[src/sv/lbaa_div.sv]
// ----------------------------------------------------------------------------
// lbaa_div
// Pipelined unsigned restoring divider, one quotient bit per stage, with a
// sideband word that travels alongside each item.
// ----------------------------------------------------------------------------
`timescale 1ns / 1ps

module lbaa_div #(
  parameter int NW = 8,
  parameter int DW = 8,
  parameter int SW = 1
) (
  input  logic          clk,
  input  logic          rst,
  input  logic          en,
  input  logic          in_valid,
  input  logic [NW-1:0] dividend,
  input  logic [DW-1:0] divisor,
  input  logic [SW-1:0] in_side,
  output logic          out_valid,
  output logic [NW-1:0] quotient,
  output logic [SW-1:0] out_side
);

  logic          vld_r  [NW];
  logic [NW-1:0] x_r    [NW];
  logic [DW-1:0] rem_r  [NW];
  logic [DW-1:0] d_r    [NW];
  logic [SW-1:0] side_r [NW];

  for (genvar s = 0; s < NW; s++) begin : g_stage
    logic          vi;
    logic [NW-1:0] xi;
    logic [DW-1:0] remi;
    logic [DW-1:0] di;
    logic [SW-1:0] sidei;
    logic [DW:0]   rem_sh;
    logic          ge;

    if (s == 0) begin : g_first
      assign vi    = in_valid;
      assign xi    = dividend;
      assign remi  = '0;
      assign di    = divisor;
      assign sidei = in_side;
    end else begin : g_next
      assign vi    = vld_r[s-1];
      assign xi    = x_r[s-1];
      assign remi  = rem_r[s-1];
      assign di    = d_r[s-1];
      assign sidei = side_r[s-1];
    end

    always_comb begin
      rem_sh = {remi, xi[NW-1]};
      ge     = rem_sh >= {1'b0, di};
    end

    always_ff @(posedge clk) begin
      if (rst) begin
        vld_r[s] <= 1'b0;
      end else if (en) begin
        vld_r[s] <= vi;
      end
      if (en) begin
        x_r[s]    <= {xi[NW-2:0], ge};
        rem_r[s]  <= ge ? DW'(rem_sh - {1'b0, di}) : rem_sh[DW-1:0];
        d_r[s]    <= di;
        side_r[s] <= sidei;
      end
    end
  end

  assign out_valid = vld_r[NW-1];
  assign quotient  = x_r[NW-1];
  assign out_side  = side_r[NW-1];

endmodule

[config.mk]
export PLATFORM = sky130hd
export DESIGN_NAME = lbaa_div
export DESIGN_NICKNAME = d
export VERILOG_FILES = /design/src/sv/lbaa_div.sv
export SDC_FILE = /design/constraint.sdc
export NUM_CORES = 1
export LEC_CHECK = 0
export BUFFER_PORTS_ARGS = -buffer_cell sky130_fd_sc_hd__buf_2
export CORE_AREA = 8 8 177 163
export DETAILED_ROUTE_END_ITERATION = 10
export DIE_AREA = 0 0 185 171
export HOLD_SLACK_MARGIN = 0.1
export SETUP_SLACK_MARGIN = 0.02
export SYNTH_ARGS = -nofsm -noshare
export SYNTH_HDL_FRONTEND = slang
export SYNTH_SLANG_ARGS = --single-unit
[constraint.sdc]
create_clock -name clk -period 3 [get_ports clk]
set_input_delay 0.15 -clock clk [delete_from_list [all_inputs] [get_ports clk]]
set_output_delay 0.15 -clock clk [all_outputs]
set_load 0.005 [all_outputs]
==> reports/qor.yml <==
use_met2_pct: 16.6
cp.required_ns: 3.17
cts_root_buffer: "clkbuf_16"
max_cap_viol_count: 0
globalRouteMet3Util_pct: 2.78
ios: 31
yosysUniqueCellTypes: 51
numPortBuffers: 30
grt_pass1_wl_mm: 23.4
ys_async_sr_fraction_pct: 0
grt_pass1_vias: 5037
dr.pass1.iters: 6
worst_path_largest_cell_delay_ns: 0.42
ff_latch_area_mm2: 0.00577
cts_tree: "done"
rows: 56
rsz0062_at_grt: "false"
max_freq_ghz: 0.415
vias: 4898
final_common_cell: "edfxtp_1"
grtUsageMet1_pct: 10.5
crit_buf_inv: 0
die_x_um: 185
cp.depth: 6
post_cts_buffers: 0
synth_nets: 724
slowest_stage: "a21boi_2"
reg2regPathDepth: 6
cts_hold_buf: 18
drive_gt1_share_pct: 12.9
busiest_layer: "met2"
nFillCells: 2460
worstMarginPinSlew_ns: 0.647
post-route-drc-count: 0
antenna_left: 0
vias_per_cell: 4.59
finalCritPeriodShare_pct: 80.3
wl_per_cell_um: 12.9
fin_skew_ns: 0.0158
grt_max_degree: 80
areaGrowthSynthToFinish_pct: 15.7
syn_area_mm2: 0.00889
path_cells: "ha_1, a21o_1, a21oi_1, o21ai_0, a21boi_2, mux2_2"
layout.nets: 791
clk_pin_slew_ns: 0.07
clkSinkCount: 192
die_area_mm2: 0.0316
core_area_mm2: 0.0256
synth_area_leaders: "edfxtp_1, ha_1, inv_1, o21ai_0, mux2_2"
period_needed_ns: 2.41
seq_area_frac_synth_pct: 64.9
setup_viol: 0
multi_input_area_mm2: 0.00280
avgSynthCellArea_um2: 13.9
grt-ovfl-total: 0
synth_cells: 639
crit_path_end_kind: "flop"
synth_top_cell_by_area: "edfxtp_1"
drv_slew: 0
hold_class: "in -> reg"
cts_buffers: 17
htree_levels: 4
peakVddDrop_v: 0.000353
track_usage_pct: 9.17
cp_max_fo: 8
routed_wirelength_mm: 13.8
die_h_um: 171
hold_viol: 0
status: "completed"
clk_path_buf_depth: 2
p_per_area_mw_per_mm2: 754
clkLatencyLatePin_ns: 0.43
synth_ff_type: "edfxtp_1"
dr.first_iter.drc_count: 184
synth_top_area_share_pct: 64.9
antenna_found_initial: 0
initial_core_util_pct: 34.7
layout_common_cells: "edfxtp_1, inv_1, ha_1"
synth-seq-cells: 192
synth_warnings: 0
holdPathStages: 2
synth-edff-count: 192
cts_resized: 0
antennaDiodeCount: 0
dp_hpwl_mm: 9.60
gp_congestion: 0.802
critPathArrivalTime_ns: 2.58
power_leakage_nw: 4.02
worst-setup-path-type: "reg -> reg"
finalSetupTns_ns: 0
relSlewSlack_pct: 56.9
start_kind: "flop"
crit_family: "compound AO/OA/AOI/OAI gates"
fin_hold_ws_ns: 0.183
[report_power, final]
group          switching, mW  total [mW]  leakage (nW)  internal [mW]
registers              0.163        3.63          1.88           3.47
clock network          0.984        2.31         0.283           1.32
logic                  0.953        1.81          1.85          0.861
total                   2.10        7.76          4.02           5.66
[routing by layer]
metal / up-vias / wire [um]
li1: 2500 / -
met1: 2345 / 6110
met2: 46 / 7190
met3: 7 / 423
met4: 0 / 87
met5: - / 0
[worst paths after layout]
kind                         start                    end  slack [ns]
max          rem_r[4][2]$_DFFE_PP_  rem_r[5][6]$_DFFE_PP_        0.59
min                            rst  vld_r[0][0]$_DFFE_PP_        0.18
max reg2reg  rem_r[4][2]$_DFFE_PP_  rem_r[5][6]$_DFFE_PP_        0.59
min reg2reg    x_r[2][4]$_DFFE_PP_   x_r[2][13]$_DFFE_PP_        0.42
[logic make-up (layout without fill, tap and decap cells)]
group | count (synthesis) | count (layout) | synth area share [%]
AOI/OAI and AO/OA | 136 | 136 | 10.1
xor gates and xnor gates | 20 | 20 | 1.97
adders and majority gates | 64 | 64 | 9.51
buffers and inverters | 83 | 163 | 3.60
DFF | 192 | 192 | 64.9
muxes | 23 | 23 | 2.80
and+or+nand+nor | 121 | 121 | 7.18
[area by class of cell]
cell class | instances | share of cell area (%)
tap | 348 | 4.23
inverter | 78 | 2.86
timing repair buffer | 53 | 3.78
clock inverter | 11 | 1.50
clock buffer | 21 | 4.28
multi-input combinational | 364 | 27.3
sequential | 192 | 56.1
[cell usage after synthesis (4+ instances only)]
cell / n
nand2b_1: 11
o31ai_1: 6
and3_1: 6
nand2_1: 34
and2_1: 13
a21o_1: 14
mux2_2: 15
inv_1: 77
xor2_1: 9
fa_1: 6
a211oi_1: 6
clkbuf_1: 4
edfxtp_1: 192
o21a_1: 11
nor2b_1: 9
nor2_1: 17
nor3_1: 5
ha_1: 58
nor4_1: 4
a21oi_1: 27
nand3_1: 6
a21boi_0: 4
xnor2_1: 11
o21ai_0: 42
mux2i_1: 8
[stage by stage]
step	area [um^2]	worst slack, ns	utilization [%]	std cells	power [mW]
2_1_floorplan	8890	0.809	-	639	5.03
3_3_place_gp	9510	0.635	37.1	1017	5.46
6_report	10300	0.592	40.1	1067	7.76
5_1_grt	10300	0.440	40.1	1067	8.22
3_5_place_dp	9510	0.599	37.1	1017	5.49
4_1_cts	10300	0.590	40.1	1067	7.85
[worst register-to-register path: cells and delay by family (launching register included)]
| family | cells | cell delay (ns) |
|---|---|---|
| fa+ha+maj | 1 | 0.38 |
| compound gates | 4 | 1.01 |
| flops | 1 | 0.39 |
| mux | 1 | 0.38 |
[flip-flops by register name (all words and copies together) (netlist names)]
signal	count
x_r	64
d_r	56
rem_r	56
side_r	8
vld_r	8
Power figures use the tool's default switching activity.
