$ cat src/sv/lbaa_sqrt.sv
// ----------------------------------------------------------------------------
// lbaa_sqrt
// Pipelined integer square root, one result bit per stage, with a sideband
// word that travels alongside each item.
// ----------------------------------------------------------------------------
`timescale 1ns / 1ps

module lbaa_sqrt #(
  parameter int RW = 32,
  parameter int SW = 1
) (
  input  logic            clk,
  input  logic            rst,
  input  logic            en,
  input  logic            in_valid,
  input  logic [2*RW-1:0] radicand,
  input  logic [SW-1:0]   in_side,
  output logic            out_valid,
  output logic [RW-1:0]   root,
  output logic [SW-1:0]   out_side
);

  logic            vld_r  [RW];
  logic [2*RW-1:0] rad_r  [RW];
  logic [RW+1:0]   rem_r  [RW];
  logic [RW-1:0]   root_r [RW];
  logic [SW-1:0]   side_r [RW];

  for (genvar s = 0; s < RW; s++) begin : g_stage
    logic            vi;
    logic [2*RW-1:0] radi;
    logic [RW+1:0]   remi;
    logic [RW-1:0]   rooti;
    logic [SW-1:0]   sidei;
    logic [RW+3:0]   rem_sh;
    logic [RW+3:0]   trial;
    logic            ge;

    if (s == 0) begin : g_first
      assign vi    = in_valid;
      assign radi  = radicand;
      assign remi  = '0;
      assign rooti = '0;
      assign sidei = in_side;
    end else begin : g_next
      assign vi    = vld_r[s-1];
      assign radi  = rad_r[s-1];
      assign remi  = rem_r[s-1];
      assign rooti = root_r[s-1];
      assign sidei = side_r[s-1];
    end

    always_comb begin
      rem_sh = {remi, radi[2*RW-1 -: 2]};
      trial  = (RW+4)'({rooti, 2'b01});
      ge     = rem_sh >= trial;
    end

    always_ff @(posedge clk) begin
      if (rst) begin
        vld_r[s] <= 1'b0;
      end else if (en) begin
        vld_r[s] <= vi;
      end
      if (en) begin
        rad_r[s]  <= {radi[2*RW-3:0], 2'b00};
        rem_r[s]  <= ge ? (RW+2)'(rem_sh - trial) : rem_sh[RW+1:0];
        root_r[s] <= {rooti[RW-2:0], ge};
        side_r[s] <= sidei;
      end
    end
  end

  assign out_valid = vld_r[RW-1];
  assign root      = root_r[RW-1];
  assign out_side  = side_r[RW-1];

endmodule

$ cat config.mk
export PLATFORM = sky130hd
export DESIGN_NAME = lbaa_sqrt
export DESIGN_NICKNAME = d
export VERILOG_FILES = /design/src/sv/lbaa_sqrt.sv
export SDC_FILE = /design/constraint.sdc
export NUM_CORES = 2
export LEC_CHECK = 0
export ABC_CLOCK_PERIOD_IN_PS = 4019
export BUFFER_PORTS_ARGS = -buffer_cell sky130_fd_sc_hd__buf_2
export CAP_MARGIN = 20
export CORE_ASPECT_RATIO = 0.9
export CORE_MARGIN = 2
export CORE_UTILIZATION = 40
export CTS_BUF_LIST = sky130_fd_sc_hd__clkbuf_4
export DETAILED_ROUTE_END_ITERATION = 8
export HOLD_SLACK_MARGIN = 0.12
export PLACE_DENSITY = 0.56
export REMOVE_ABC_BUFFERS = 1
export SLEW_MARGIN = 20
export SYNTH_ARGS = -nofsm -noshare
export SYNTH_HDL_FRONTEND = slang
export SYNTH_MEMORY_MAX_BITS = 65536
export SYNTH_SLANG_ARGS = --single-unit
$ cat constraint.sdc
create_clock -name clk -period 4.02 [get_ports clk]
set_clock_uncertainty 0.1 [all_clocks]
set_input_delay 0.402 -clock clk [delete_from_list [all_inputs] [get_ports clk]]
set_output_delay 0.402 -clock clk [all_outputs]
set_load 0.03 [all_outputs]
==> impl_metrics.csv <==
group,metric,value,unit
yosys,syn-cell-area,0.1198,mm²
route,drtPass1Iterations,8,
setup_path,critPathKind,"flip-flop to flip-flop",
yosys,ys.flop_type,"edfxtp_1",
floorplanning,rows,190,
cts,cts_tree,"built",
yosys,syn_area_per_cell,12.96,µm²
power,power_density,547.2,mW/mm²
route,met1_length,120.6,mm
layout,areaGrowthSynthToFinish,14.59,%
route,highest_layer,"met5",
setup_path,critPathBufInv,3,
worst_hold_path,whs_endpoint,"rad_r[1][116]$_DFFE_PP_",
setup_path,startpoint_type,"flip-flop",
setup_path,r2r-start,"rem_r[2][78]$_DFFE_PP_",
layout,drive_gt1_share,13.80,%
layout,mostFrequentLayoutCell,"edfxtp_1",
route,routed-wl-met2,115.0,mm
global_routing,grt_max_degree,129,
global_routing,grt_pass1_vias,74620,
floorplanning,die_height,523.1,µm
route,viasPerCell,5.120,
setup_path,r2r_end,"rem_r[2][104]$_DFFE_PP_",
cts,path_clk_slew,0.08,ns
power,total_power,75.09,mW
global_routing,grt_pass1_wl,404.2,mm
yosys,yosysTopAreaCell,"edfxtp_1",
cts,cts_sinks,2587,
setup_path,cpPeakStageDelay,0.56,ns
yosys,synth_area_leaders,"edfxtp_1 65%, ha_1 5.9%, xnor2_1 3.3%",
yosys,synthArstFlopShare,0,%
layout,fill_cells,27010,
flow_run,maxCapViolCount,0,
setup_path,ff2ff_path_depth,11,
yosys,ys_warn_count,0,
placement,dp_hpwl,177.9,mm
setup_path,required,5.10,ns
yosys,yosys_register_bits,2587,
setup_path,cp_top_family,"simple AND/OR/NAND/NOR gates",
yosys,synth_top_area_share,64.87,%
yosys,ys_seq_area_share,64.87,%
timing,min_period_over_period,96.84,%
worst_hold_path,hold_path_startpoint,"rad_r[1][52]$_DFFE_PP_",
timing,hold_ws,0.2645,ns
placement,port_buffers,102,
route,drtIter0Drc,5516,
timing,relSlewSlack,42.01,%
placement,place_congestion,0.8858,
timing,fmax,0.2569,GHz
timing,drv_slew,0,
route,wire_per_inst,17.38,µm
worst_hold_path,hp-class,"flip-flop to flip-flop",
timing,min_period,3.893,ns
route,drc,0,
route,route.final.wire_length,255.3,mm
timing,hold_viol_final,0,
yosys,synth-edff-count,2587,
setup_path,worstPathArrival,4.97,ns
setup_path,critical_path.cell_chain,"ha_2, or4_1, or4_1, or2_0, or4_4, a211o_4, a211oi_4, buf_6, buf_4, buf_6, o21ai_0",
route,wl_met3,12.45,mm
worst_hold_path,holdPathStages,0,
cts,clock_latency,1.49,ns
yosys,ys_types,90,
power,ir_worst_vdd,287.6,µV
floorplanning,die-area,0.3038,mm²
setup_path,cpMaxStageDelayCell,"or4_4",
run_status,status,"completed",
cts,numCtsBuffers,685,
layout,nNetsFinal,10860,
cts,clk_path_buf_depth,4,
route,vias,75200,
floorplanning,pin_count,103,
yosys,postSynthCellCount,9241,
route,ant_nets,0,
floorplanning,die_x,580.8,µm
power,p_leak,52.81,nW
floorplanning,initial_core_util,40.20,%
cts,htree_levels,6,
setup_path,rrSetupSlack,0.13,ns
layout,layout_common_cells,"2,587 x edfxtp_1, 982 x clkbuf_4, 713 x inv_1",
cts,cts_root_buf,"clkbuf_4",
timing,setup_viol,0,
timing,tightest_slew,0.8479,ns
global_routing,track_usage,16.46,%
setup_path,endpoint_kind,"flip-flop",
floorplanning,core,0.2979,mm²
setup_path,worstPathMaxFanout,6,
global_routing,antenna_found_initial,10,
global_routing,overflow,0,
==> synth_stat cells (12+ instances only) <==
master / instances
nor4b_1: 16
ha_1: 562
o2111ai_1: 16
inv_1: 713
nor2b_1: 80
o211ai_1: 35
nand4_1: 134
buf_1: 18
or4_1: 61
o21bai_1: 49
a21o_1: 256
clkbuf_1: 163
nand2_1: 663
edfxtp_1: 2587
nand3b_1: 25
and3_1: 44
xor2_1: 393
a21oi_1: 569
nand3_1: 169
a41oi_1: 12
nor3b_1: 25
or2_2: 41
nand4b_1: 22
a31oi_1: 49
nor3_1: 207
nand2b_1: 109
xnor2_1: 454
a31o_2: 12
nor4_1: 106
mux2_2: 47
o21ai_0: 498
or3_1: 91
a21boi_0: 22
o22ai_1: 13
nor2_1: 525
a211oi_1: 44
o31ai_1: 52
and2_1: 62
a2111oi_0: 25
o21a_1: 91
==> kinds of logic after synthesis <==
group	synth area share, %
muxes	0.5339
buffers and inverters	2.872
xor gates and xnor gates	6.195
adders and majority gates	5.872
other	0.003131
AOI/OAI and AO/OA	9.572
DFF	64.87
and+or+nand+nor	10.08
==> power breakdown <==
group / switching [mW] / internal [mW] / leakage (nW) / total (mW)
logic: 9.10 / 6.59 / 22.7 / 15.7
registers: 2.17 / 34.1 / 24.9 / 36.2
clock network: 10.9 / 12.2 / 5.17 / 23.1
==> layer usage <==
metal  up-vias  track usage, %
li1      36690               -
met1     36170           22.89
met2      1815           25.75
met3       514           3.020
met4        18           6.051
met5         -               0
==> final cells by class <==
| type | count | area [µm²] | area share (%) |
|---|---|---|---|
| Antenna cell | 1 | 2.502 | 0.001824 |
| Timing Repair Buffer | 494 | 4404 | 3.210 |
| Clock buffer | 981 | 7365 | 5.367 |
| Sequential cell | 2587 | 77680 | 56.61 |
| Tap cell | 3936 | 4925 | 3.589 |
| Multi-Input combinational cell | 5744 | 38720 | 28.22 |
| Clock inverter | 230 | 1429 | 1.041 |
| Inverter | 716 | 2688 | 1.959 |
==> timing repair <==
item / in CTS / in global routing
setup endpoints to repair: 0 / 12
resized for setup: 0 / 7
setup buffers: 0 / 2
endpoints found under the hold margin: 2685 / 0
hold buffers: 205 / 0
==> per-stage QoR <==
stage | TNS [ns] | instances | utilization, % | area (µm²) | setup slack [ns]
global placement | 0 | 13270 | 42.40 | 126300 | 0.1775
finish | 0 | 14690 | 46.07 | 137200 | 0.1269
global route | -0.001545 | 14690 | 46.07 | 137200 | -0.001094
CTS | 0 | 14680 | 46.04 | 137200 | 0.07816
floorplan | -58.70 | 9047 | - | 119000 | -1.059
detailed placement | 0 | 13270 | 42.40 | 126300 | 0.1140
==> registers in the layout (all words and copies together), names as in the netlist <==
| signal | count |
|---|---|
| rem_r | 1003 |
| rad_r | 992 |
| root_r | 528 |
| side_r | 32 |
| vld_r | 32 |
==> how the worst max path moves through the flow <==
| stage | depth (start not counted) | from | end | slack [ns] |
|---|---|---|---|---|
| after floorplan | 9 | rem_r[7][36]$_DFFE_PP_ | rem_r[7][101]$_DFFE_PP_ | -1.06 |
| after global placement | 9 | rem_r[2][78]$_DFFE_PP_ | rem_r[2][104]$_DFFE_PP_ | 0.18 |
| after detailed placement | 9 | rem_r[2][78]$_DFFE_PP_ | rem_r[2][104]$_DFFE_PP_ | 0.11 |
| after CTS | 9 | rem_r[2][78]$_DFFE_PP_ | rem_r[2][104]$_DFFE_PP_ | 0.08 |
| after global routing | 11 | rem_r[2][78]$_DFFE_PP_ | rem_r[2][107]$_DFFE_PP_ | -0.001 |
| final | 11 | rem_r[2][78]$_DFFE_PP_ | rem_r[2][104]$_DFFE_PP_ | 0.13 |
Note: power is estimated with default switching activity, not from simulation.
